--- config.mk ---
export PLATFORM = sky130hd
export DESIGN_NAME = modbus_rtu_frame_receiver
export DESIGN_NICKNAME = d
export VERILOG_FILES = /design/src/design/mrtu_pkg.sv /design/src/design/mrtu_frame_parser.sv /design/src/design/mrtu_reply_gen.sv /design/src/design/modbus_rtu_frame_receiver.sv
export SDC_FILE = /design/constraint.sdc
export NUM_CORES = 1
export LEC_CHECK = 0
export BUFFER_PORTS_ARGS = -buffer_cell sky130_fd_sc_hd__clkbuf_2
export CORE_ASPECT_RATIO = 2
export CORE_UTILIZATION = 60
export DETAILED_ROUTE_END_ITERATION = 16
export GPL_ROUTABILITY_DRIVEN = 1
export HOLD_SLACK_MARGIN = 0.12
export PLACE_DENSITY_LB_ADDON = 0.25
export SYNTH_ARGS = -nofsm -noshare
export SYNTH_HDL_FRONTEND = slang
export SYNTH_SLANG_ARGS = --single-unit
--- constraint.sdc ---
create_clock -name clk -period 5.4 [get_ports clk]
set_input_delay 1.35 -clock clk [delete_from_list [all_inputs] [get_ports clk]]
set_output_delay 1.35 -clock clk [all_outputs]
set_load 0.02 [all_outputs]
--- src/design/mrtu_pkg.sv ---
// Types, constants and the CRC step for the Modbus RTU frame receiver.
`default_nettype none
package mrtu_pkg;

  localparam logic [15:0] CRC_START      = 16'hFFFF;
  localparam logic [15:0] CRC_POLY       = 16'hA001;
  localparam logic [7:0]  EXC_FLAG       = 8'h80;
  localparam logic [7:0]  WRITE_FUNC     = 8'd6;
  localparam logic [7:0]  ILLEGAL_FUNC   = 8'd1;
  localparam logic [7:0]  MIN_FRAME      = 8'd4;
  localparam logic [7:0]  MIN_WRITE      = 8'd8;
  localparam logic [7:0]  SLAVE_ADDR_RST = 8'd101;
  localparam logic [7:0]  TRIGGER_RST    = 8'd25;
  localparam logic [7:0]  BYTES_MAX      = 8'd255;
  localparam logic [7:0]  IDX_ADDR       = 8'd0;
  localparam logic [7:0]  IDX_FUNC       = 8'd1;
  localparam logic [7:0]  IDX_FIRST_CRC  = 8'd2;
  localparam logic [7:0]  IDX_SIXTH      = 8'd5;

  localparam int CFG_IDX_W = 1;
  localparam int CFG_DATA_W = 8;

  typedef enum logic [CFG_IDX_W-1:0] {
    CFG_SLAVE_ADDRESS = 1'b0,
    CFG_TRIGGER_VALUE = 1'b1
  } cfg_idx_t;

  typedef enum logic {
    KIND_REPLY   = 1'b0,
    KIND_TRIGGER = 1'b1
  } kind_t;

  typedef enum logic [2:0] {
    POS_ADDR   = 3'd0,
    POS_FUNC   = 3'd1,
    POS_CODE   = 3'd2,
    POS_CRC_LO = 3'd3,
    POS_CRC_HI = 3'd4
  } rpos_t;

  typedef struct packed {
    logic [7:0] slave_address;
    logic [7:0] trigger_value;
  } cfg_t;

  typedef struct packed {
    kind_t      kind;
    logic [7:0] addr;
    logic [7:0] func_x;
  } evt_t;

  function automatic logic [15:0] crc_feed(logic [15:0] crc, logic [7:0] b);
    logic [15:0] c;
    c = crc ^ {8'h00, b};
    for (int k = 0; k < 8; k++) begin
      c = c[0] ? ((c >> 1) ^ CRC_POLY) : (c >> 1);
    end
    return c;
  endfunction

endpackage
`default_nettype wire

--- src/design/mrtu_frame_parser.sv ---
// Frame parser: CRC, byte capture and frame-end decision.
`default_nettype none
module mrtu_frame_parser (
  input  logic              clk,
  input  logic              rst,
  input  mrtu_pkg::cfg_t    cfg,
  input  logic              in_valid,
  output logic              in_ready,
  input  logic [7:0]        rx_byte,
  input  logic              frame_end,
  output logic              evt_valid,
  input  logic              evt_ready,
  output mrtu_pkg::evt_t    evt
);

  logic [15:0] crc, crc_next;
  logic [7:0]  d0, d0_next;
  logic [7:0]  d1, d1_next;
  logic [7:0]  bytes_seen, bytes_seen_next;
  logic [7:0]  first_byte, first_byte_next;
  logic [7:0]  func_code, func_code_next;
  logic [7:0]  sixth_byte, sixth_byte_next;
  logic [15:0] crc_fed;
  logic [7:0]  cap_first, cap_func, cap_sixth, len;
  logic        frame_ok, evt_new, in_fire;
  mrtu_pkg::evt_t evt_next;

  assign in_ready = !evt_valid || evt_ready;
  assign in_fire  = in_valid && in_ready;

  always_comb begin
    crc_fed   = (bytes_seen >= mrtu_pkg::IDX_FIRST_CRC) ?
                mrtu_pkg::crc_feed(crc, d0) : crc;
    cap_first = (bytes_seen == mrtu_pkg::IDX_ADDR)  ? rx_byte : first_byte;
    cap_func  = (bytes_seen == mrtu_pkg::IDX_FUNC)  ? rx_byte : func_code;
    cap_sixth = (bytes_seen == mrtu_pkg::IDX_SIXTH) ? rx_byte : sixth_byte;
    len       = (bytes_seen == mrtu_pkg::BYTES_MAX) ? bytes_seen : bytes_seen + 8'd1;
    frame_ok  = (len >= mrtu_pkg::MIN_FRAME) &&
                (cap_first == cfg.slave_address) &&
                (crc_fed[7:0] == d1) && (crc_fed[15:8] == rx_byte);

    evt_new         = 1'b0;
    evt_next.kind   = mrtu_pkg::KIND_REPLY;
    evt_next.addr   = cap_first;
    evt_next.func_x = cap_func + mrtu_pkg::EXC_FLAG;
    if (frame_end && frame_ok) begin
      if (cap_func == mrtu_pkg::WRITE_FUNC) begin
        evt_next.kind = mrtu_pkg::KIND_TRIGGER;
        evt_new = (len >= mrtu_pkg::MIN_WRITE) && (cap_sixth == cfg.trigger_value);
      end else begin
        evt_new = 1'b1;
      end
    end

    if (frame_end) begin
      crc_next        = mrtu_pkg::CRC_START;
      d0_next         = 8'd0;
      d1_next         = 8'd0;
      bytes_seen_next = 8'd0;
      first_byte_next = 8'd0;
      func_code_next  = 8'd0;
      sixth_byte_next = 8'd0;
    end else begin
      crc_next        = crc_fed;
      d0_next         = d1;
      d1_next         = rx_byte;
      bytes_seen_next = len;
      first_byte_next = cap_first;
      func_code_next  = cap_func;
      sixth_byte_next = cap_sixth;
    end
  end

  always_ff @(posedge clk) begin
    if (rst) begin
      crc        <= mrtu_pkg::CRC_START;
      d0         <= 8'd0;
      d1         <= 8'd0;
      bytes_seen <= 8'd0;
      first_byte <= 8'd0;
      func_code  <= 8'd0;
      sixth_byte <= 8'd0;
      evt_valid  <= 1'b0;
    end else begin
      if (in_fire) begin
        crc        <= crc_next;
        d0         <= d0_next;
        d1         <= d1_next;
        bytes_seen <= bytes_seen_next;
        first_byte <= first_byte_next;
        func_code  <= func_code_next;
        sixth_byte <= sixth_byte_next;
      end
      if (evt_valid && evt_ready) begin
        evt_valid <= 1'b0;
      end
      if (in_fire && evt_new) begin
        evt_valid <= 1'b1;
      end
    end
  end

  always_ff @(posedge clk) begin
    if (in_fire && evt_new) begin
      evt <= evt_next;
    end
  end

endmodule
`default_nettype wire

--- src/design/mrtu_reply_gen.sv ---
// Reply sequencer and output register.
`default_nettype none
module mrtu_reply_gen (
  input  logic              clk,
  input  logic              rst,
  input  logic              evt_valid,
  output logic              evt_ready,
  input  mrtu_pkg::evt_t    evt,
  output logic              out_valid,
  input  logic              out_ready,
  output logic              out_kind,
  output logic [7:0]        tx_byte,
  output logic              reply_last
);

  logic                  seq_busy;
  mrtu_pkg::rpos_t       seq_pos;
  mrtu_pkg::kind_t       seq_kind;
  logic [7:0]            r_addr, r_func;
  logic [15:0]           r_crc;
  logic [7:0]            item_byte;
  logic                  item_last, advance;

  assign evt_ready = !seq_busy;
  assign advance   = !out_valid || out_ready;

  always_comb begin
    item_last = 1'b0;
    case (seq_pos)
      mrtu_pkg::POS_ADDR:   item_byte = r_addr;
      mrtu_pkg::POS_FUNC:   item_byte = r_func;
      mrtu_pkg::POS_CODE:   item_byte = mrtu_pkg::ILLEGAL_FUNC;
      mrtu_pkg::POS_CRC_LO: item_byte = r_crc[7:0];
      mrtu_pkg::POS_CRC_HI: begin
        item_byte = r_crc[15:8];
        item_last = 1'b1;
      end
      default:              item_byte = 8'd0;
    endcase
    if (seq_kind == mrtu_pkg::KIND_TRIGGER) begin
      item_byte = 8'd0;
      item_last = 1'b1;
    end
  end

  always_ff @(posedge clk) begin
    if (rst) begin
      seq_busy  <= 1'b0;
      out_valid <= 1'b0;
    end else begin
      if (advance) begin
        out_valid <= seq_busy;
        if (seq_busy) begin
          if (item_last) begin
            seq_busy <= 1'b0;
          end
        end
      end
      if (evt_valid && evt_ready) begin
        seq_busy <= 1'b1;
      end
    end
  end

  always_ff @(posedge clk) begin
    if (advance && seq_busy) begin
      out_kind   <= seq_kind;
      tx_byte    <= item_byte;
      reply_last <= item_last;
      seq_pos    <= mrtu_pkg::rpos_t'(seq_pos + 3'd1);
      if (seq_pos == mrtu_pkg::POS_ADDR || seq_pos == mrtu_pkg::POS_FUNC ||
          seq_pos == mrtu_pkg::POS_CODE) begin
        r_crc <= mrtu_pkg::crc_feed(r_crc, item_byte);
      end
    end
    if (evt_valid && evt_ready) begin
      seq_pos  <= mrtu_pkg::POS_ADDR;
      seq_kind <= evt.kind;
      r_addr   <= evt.addr;
      r_func   <= evt.func_x;
      r_crc    <= mrtu_pkg::CRC_START;
    end
  end

endmodule
`default_nettype wire

--- src/design/modbus_rtu_frame_receiver.sv ---
// Modbus RTU frame receiver: checks address and CRC, emits trigger or exception reply.
// Throughput: one frame byte per cycle while in_ready is high; one reply byte per cycle
// while out_ready is high. The decision is registered when the last frame byte is taken,
// then passes the sequencer and output register; an exception reply is five bytes long.
// Input stalls only while a decided result waits behind a reply still being sent.
// Reset: synchronous, clears frame state and queued results, restores address 101, trigger 25.
`default_nettype none
module modbus_rtu_frame_receiver (
  input  logic                            clk,
  input  logic                            rst,
  input  logic                            cfg_we,
  input  logic [mrtu_pkg::CFG_IDX_W-1:0]  cfg_index,
  input  logic [mrtu_pkg::CFG_DATA_W-1:0] cfg_data,
  input  logic                            in_valid,
  output logic                            in_ready,
  input  logic [7:0]                      rx_byte,
  input  logic                            frame_end,
  output logic                            out_valid,
  input  logic                            out_ready,
  output logic                            out_kind,
  output logic [7:0]                      tx_byte,
  output logic                            reply_last
);

  mrtu_pkg::cfg_t cfg;
  mrtu_pkg::evt_t evt;
  logic           evt_valid, evt_ready;

  always_ff @(posedge clk) begin
    if (rst) begin
      cfg.slave_address <= mrtu_pkg::SLAVE_ADDR_RST;
      cfg.trigger_value <= mrtu_pkg::TRIGGER_RST;
    end else if (cfg_we) begin
      case (mrtu_pkg::cfg_idx_t'(cfg_index))
        mrtu_pkg::CFG_SLAVE_ADDRESS: cfg.slave_address <= cfg_data;
        mrtu_pkg::CFG_TRIGGER_VALUE: cfg.trigger_value <= cfg_data;
        default: ;
      endcase
    end
  end

  mrtu_frame_parser u_parser (
    .clk       (clk),
    .rst       (rst),
    .cfg       (cfg),
    .in_valid  (in_valid),
    .in_ready  (in_ready),
    .rx_byte   (rx_byte),
    .frame_end (frame_end),
    .evt_valid (evt_valid),
    .evt_ready (evt_ready),
    .evt       (evt)
  );

  mrtu_reply_gen u_reply (
    .clk        (clk),
    .rst        (rst),
    .evt_valid  (evt_valid),
    .evt_ready  (evt_ready),
    .evt        (evt),
    .out_valid  (out_valid),
    .out_ready  (out_ready),
    .out_kind   (out_kind),
    .tx_byte    (tx_byte),
    .reply_last (reply_last)
  );

endmodule
`default_nettype wire

# After elaboration in Yosys (flattened, before gate mapping)
# Cells that the tools add are included.
totals:
  register_bits: 146
  wordCells: 124
  output_inout_bits: 12
  in_bits: 23
op_classes:
  n_eq_ne: 12
  n_addsub: 3
  muxes: 41
  reduce_logical: 23
  n_lt_le_gt_ge: 3
  bitwise_logic: 19
op_table:
  columns: ["cell", "n"]
  rows:
  - ["2-to-1 mux 16 bit", 18]
  - ["2-to-1 mux 8 bit", 11]
  - ["NOT 2 -> 3 bit", 16]
  - ["case mux 8 bit (5 select lines)", 1]
  - ["equality test 8 bit", 4]
  - ["bitwise XOR 16 x 8 -> 16 bit", 2]
  - ["equality test 8 x 3 -> 1 bit, second input constant", 2]
  - ["2-to-1 mux 1 bit", 11]
  - ["logical AND 1 bit", 9]
  - ["adder 8 x 1 -> 8 bit, second input constant", 1]
  - ["adder 8 bit, second input constant", 1]
  - ["equality test 8 x 1 -> 1 bit, second input constant", 1]
  - ["equality test 8 bit, second input constant", 1]
  - [">= comparator 8 x 2 -> 1 bit, second input constant", 1]
  - [">= comparator 8 x 3 -> 1 bit, second input constant", 1]
  - [">= comparator 8 x 4 -> 1 bit, second input constant", 1]
  - ["logical NOT 8 bit", 1]
  - ["equality test 3 x 2 -> 1 bit, second input constant", 2]
  - ["AND reduction 2 bit", 3]
  - ["logical OR 1 bit", 4]
  - ["nonzero test 2 bit", 2]
  - ["adder 3 x 1 -> 3 bit, second input constant", 1]
  - ["equality test 3 x 1 -> 1 bit, second input constant", 1]
  - ["equality test 3 bit, second input constant", 1]
  - ["other kinds (3)", 5]

# Logic depth before layout (Yosys ltp)
depth:
  depth_word: 25
  mapped_depth: 15
  ltp_nobuf: 10

# Hierarchy
# Synthesis repeated with hierarchy kept, for this count alone.
unflattened:
  cells_unflattened: 905
  area_unflattened_um2: 8275.4
modules_own_cells:
  columns: ["module", "area_each_um2", "cells_each", "n_inst", "seq_area_each_um2"]
  rows:
  - ["mrtu_frame_parser", 5007.3, 587, 1, 1811.7]
  - ["mrtu_reply_gen", 2600.0, 252, 1, 1231.2]
  - ["modbus_rtu_frame_receiver", 668.1, 66, 1, 320.3]

# Least setup slack after synthesis
# No wires, ideal clock.
synth_timing:
  path_kind: "input to register"
  start: "input rx_byte[0]"
  end: "register, netlist name u_parser.evt[0]"
  path_slack_ns: 0.649
  setup_ns: 0.435
  arrival_time_ns: 4.316
  stages: 6
  n_path_buf: 1
  required_ns: 4.965
  cell_sequence: "clkbuf_1 > xnor2_1 > o31a_1 > a2111oi_2 > nand4b_1 > nor4_1"
synth_via:
  elab_chain_cells: 8
  elab_cells_between_ends: 15
  classes_between: "eq/ne: 4; mux: 5; reduce/logical: 6"
synth_rtl:
  columns: ["item", "line_no", "source"]
  rows:
  - ["start: declaration", "modbus_rtu_frame_receiver.sv:16", "input logic [7:0] rx_byte,"]
  - ["2-to-1 mux 8 bit", "mrtu_frame_parser.sv:34", "cap_first = (bytes_seen == mrtu_pkg::IDX_ADDR) ? rx_byte : first_byte;"]
  - ["equality test 8 bit", "mrtu_frame_parser.sv:39", "(cap_first == cfg.slave_address) &&"]
  - ["logical AND 1 bit", "mrtu_frame_parser.sv:38", "frame_ok = (len >= mrtu_pkg::MIN_FRAME) &&"]
  - ["logical AND 1 bit", "mrtu_frame_parser.sv:39", null]
  - ["logical AND 1 bit", "mrtu_frame_parser.sv:40", "(crc_fed[7:0] == d1) && (crc_fed[15:8] == rx_byte);"]
  - ["logical AND 1 bit", "mrtu_frame_parser.sv:46", "if (frame_end && frame_ok) begin"]
  - ["2-to-1 mux 1 bit *", "mrtu_frame_parser.sv:46", null]
  - ["logical AND 1 bit *", "mrtu_frame_parser.sv:104", "if (in_fire && evt_new) begin"]
# Every way passes the cells marked *; elsewhere a longest branch is shown, timed or not.
# A chain may end at the register's enable or synchronous reset.

# Final worst setup path
layout_timing:
  start: "register u_reply.seq_pos[1]"
  end: "register u_reply.r_crc[0]"
layout_via:
  elab_chain_cells: 13
  elab_cells_between_ends: 26
  classes_between: "eq/ne: 4; mux: 10; bitwise: 8; reduce/logical: 4"
layout_rtl:
  columns: ["item", "line_no", "source"]
  rows:
  - ["start: declaration", "mrtu_reply_gen.sv:17", "mrtu_pkg::rpos_t seq_pos;"]
  - ["start signal: assignment", "mrtu_reply_gen.sv:70", "seq_pos <= mrtu_pkg::rpos_t'(seq_pos + 3'd1);"]
  - ["start signal: assignment", "mrtu_reply_gen.sv:77", "seq_pos <= mrtu_pkg::POS_ADDR;"]
  - ["equality test 3 bit, or another cell as far along", "mrtu_reply_gen.sv:29", "case (seq_pos)"]
  - ["case mux 8 bit (5 select lines)", "mrtu_reply_gen.sv:29", null]
  - ["2-to-1 mux 8 bit", "mrtu_reply_gen.sv:40", "if (seq_kind == mrtu_pkg::KIND_TRIGGER) begin"]
  - ["bitwise XOR 16 x 8 -> 16 bit", "mrtu_pkg.sv:54", "c = crc ^ {8'h00, b};"]
  - ["2-to-1 mux 16 bit / NOT 2 -> 3 bit (equally long branches) (6 in series)", null, null]
  - ["NOT 2 -> 3 bit (no source line) / 2-to-1 mux 16 bit (equally long branches)", null, null]
  - ["2-to-1 mux 16 bit (2 in series)", "mrtu_pkg.sv:56", "c = c[0] ? ((c >> 1) ^ CRC_POLY) : (c >> 1);"]
  - ["end signal: assignment", "mrtu_reply_gen.sv:73", "r_crc <= mrtu_pkg::crc_feed(r_crc, item_byte);"]
  - ["end signal: assignment", "mrtu_reply_gen.sv:81", "r_crc <= mrtu_pkg::CRC_START;"]
  - ["end: declaration", "mrtu_reply_gen.sv:20", "logic [15:0] r_crc;"]
# Several ways; a longest one is shown, not always the timed one.

==> metrics.md <==
| Metric | Value |
|---|---|
| Worst setup SP type | `register` |
| DR WL/cell | `20.85 µm` |
| Post-Syn Nets | `870` |
| Fin worst setup slack | `1.473 ns` |
| Diode count | `0` |
| Most numerous cell in the Yosys netlist | `nand2_1` |
| Rows | `57` |
| Final Hold Vio Count | `0` |
| H-tree Lvls | `4` |
| RePlAce Congestion | `0.9936` |
| Clock tree sinks | `146` |
| Netlist Area Pre-Place | `7625 µm²` |
| Synth area leader | `dfxtp_1` |
| Netlist cell types | `76` |
| TritonCTS Buffers | `17` |
| Cts hold-fix bufs | `0` |
| Finish-stage setup viols | `0` |
| Layout cells sized above 1 | `11.73%` |
| CTS tree | `yes` |
| Post-Syn Instances | `838` |
| Setup TNS | `0 ns` |
| Initial antenna violation count | `0` |
| Critical path class | `reg2reg` |
| # IOs | `35` |
| # fillers | `972` |
| Asr flop ratio synth | `0%` |
| Main synth FF type | `dfxtp_1` |
| Drt total wl | `21.02 mm` |
| DR vias | `6537` |
| Max Cap Viol | `0` |
| Postcts setup bufs | `0` |
| Yosys Warn Count | `0` |
| Die area | `13190 µm²` |
| Worst-path fanout max | `25` |
| Nets | `880` |
| Worst-Skew Late Latency | `0.42 ns` |
| Die span in x | `81.71 µm` |
| Worst Skew | `0.009163 ns` |
| Register area | `3363 µm²` |
| Seq/Total Area, Yosys | `44.11%` |
| Endpoint type of the worst setup path | `register` |
| Post_cts resized | `0` |
| Flop-to-flop setup slack | `1.47 ns` |
| Vias in the first global route | `6425` |
| F_max | `0.2546 GHz` |
| Main area contributors after synthesis | `dfxtp_1, edfxtp_1, nand2_1, xnor2_1, nor2_1` |
| Clock slew at reported path FFs | `0.07 ns` |
| DP HPWL | `14.97 mm` |
| Tmin final | `3.927 ns` |
| Worst VDD drop | `0.2902 mV` |
| Top-area cell type share of the netlist area | `26.78%` |
| IO Port Bufs | `34` |
| Synth Register Bits | `146` |
| Vias/cell | `6.485` |
| Hold WC Path Type | `reg2reg` |
| Worst slack at placement | `1.503 ns` |
| Area Growth Syn to Fin | `10.03%` |
| Total gr overflow | `0` |
| Slew Limit Fails | `0` |
| Die span in y | `161.4 µm` |
| Mean Syn Cell Area | `9.099 µm²` |
| GRT Util Overall | `33.79%` |
| Core Area | `12270 µm²` |
| Worst path arrival time | `4.22 ns` |
| Static Leak | `0.003221 µW` |
| Worst-margin pin slew | `0.9150 ns` |
| First-pass GRT wire length | `32.90 mm` |
| PwrDens | `381.3 nW/µm²` |
| Relative slew slack | `39.00%` |
| Status | `finished, final reports clean` |
| Multi-input logic area | `3904 µm²` |
| Initial DRC count | `423` |
| DRC viols | `0` |
| Top cells by count, synth | `nand2_1, dfxtp_1, nor2_1, a21oi_1, edfxtp_1` |
| Largest net degree at the start of global routing | `67` |
| Routed Antenna Nets | `0` |
| Fin crit share | `72.72%` |
| Utilization after layout | `68.39%` |
| 1st-pass router iterations | `6` |
| Initial core utilization | `62.16%` |
| CTS root buffer | `clkbuf_16` |
| Post-synth EDFFs | `44` |
| Clk buf depth | `2` |
| RSZ-0062 raised after global routing | `false` |
| CP required | `5.69 ns` |
## sequential cells by signal (all words and copies together), names as in the netlist
signal / flops
u_reply.r_func: 8
u_reply.reply_last: 1
u_reply.seq_pos: 3
u_parser.d1: 8
u_parser.sixth_byte: 8
u_parser.d0: 8
u_parser.bytes_seen: 8
u_reply.r_addr: 8
u_parser.func_code: 8
u_parser.evt: 17
u_reply.seq_kind: 1
u_reply.out_valid: 1
u_parser.crc: 16
u_reply.out_kind: 1
u_reply.r_crc: 16
u_parser.first_byte: 8
u_reply.tx_byte: 8
u_reply.seq_busy: 1
u_parser.evt_valid: 1
cfg: 16
## layer usage
layer	wire length [µm]	GRT usage, %
met3	1125	6.384
met1	7043	33.63
met2	11160	59.92
met4	1690	24.24
met5	0	0
## through the flow
step           total power [µW]  cells  instance area [µm²]  hold WS, ns
2_1_floorplan              1867    838                 7625       0.4003
3_3_place_gp               2012    976                 7820       0.4003
3_5_place_dp               2049    976                 7820       0.4045
4_1_cts                    3180   1008                 8389       0.4163
5_1_grt                    3311   1008                 8389       0.4216
6_report                   3198   1008                 8389       0.4160
## layout make-up
class	count	area share [%]
multi-input cells	604	46.53
flip-flops and latches	146	40.09
clock buffers	19	5.280
repair buffers	42	2.744
well taps	147	2.192
inverters	37	1.655
clock inverters	13	1.506
## final timing paths
path                                          from  cells past startpoint                 to
worst max-delay path            u_reply.seq_pos[1]                     10   u_reply.r_crc[0]
worst min-delay path               u_parser.evt[6]                      0  u_reply.r_func[6]
worst max register to register  u_reply.seq_pos[1]                     10   u_reply.r_crc[0]
worst min register to register     u_parser.evt[6]                      0  u_reply.r_func[6]
## cells in the final DEF, fill, tap and decap left out, types with 7 or more instances in the layout
cell type / Yosys / final
nand2_1: 113 / 113
dfxtp_1: 102 / 102
nor2_1: 80 / 80
a21oi_1: 53 / 53
edfxtp_1: 44 / 44
xnor2_1: 38 / 38
inv_1: 37 / 37
clkbuf_2: 0 / 34
a22oi_1: 33 / 33
o211ai_1: 24 / 24
o21ai_0: 22 / 22
xor2_1: 20 / 20
nand3_1: 17 / 17
nand3b_1: 17 / 17
clkbuf_16: 0 / 17
nor3_1: 13 / 13
mux2_2: 12 / 12
mux2i_1: 10 / 10
ha_1: 9 / 9
nand2b_1: 8 / 8
a211oi_1: 8 / 8
a31oi_1: 8 / 8
buf_4: 1 / 8
a221oi_1: 7 / 7
## report_power, final
group	total, µW	switching, µW	leakage, µW	internal (µW)
logic	785	446	0.00171	339
clock network	1140	486	0.000277	654
registers	1270	87.6	0.00123	1190
total	3200	1020	0.00322	2180
## logic make-up (layout without fill, tap and decap cells)
| logic type | count (synthesis) | in the layout | synth area share (%) |
|---|---|---|---|
| AND/OR/NAND/NOR | 298 | 298 | 18.49 |
| AO/OA/AOI/OAI | 208 | 208 | 18.97 |
| flip-flops | 146 | 146 | 44.11 |
| buffers and inverters | 88 | 111 | 4.775 |
| XOR/XNOR | 66 | 66 | 8.894 |
| multiplexers | 23 | 23 | 3.282 |
| adder cells (fa/ha/maj) | 9 | 9 | 1.477 |
## critical path, stage by stage, from the launching register on
cell and delay (ns):
dfxtp_1 0.33, inv_1 0.11, ha_1 0.77, a22oi_1 0.29, a2111oi_0 0.61, a221oi_2 0.16, xnor2_2 0.41, xnor3_1 0.41
and4_1 0.23, nor4b_1 0.35, a31oi_1 0.10
Note: power is estimated with default switching activity, not from simulation.
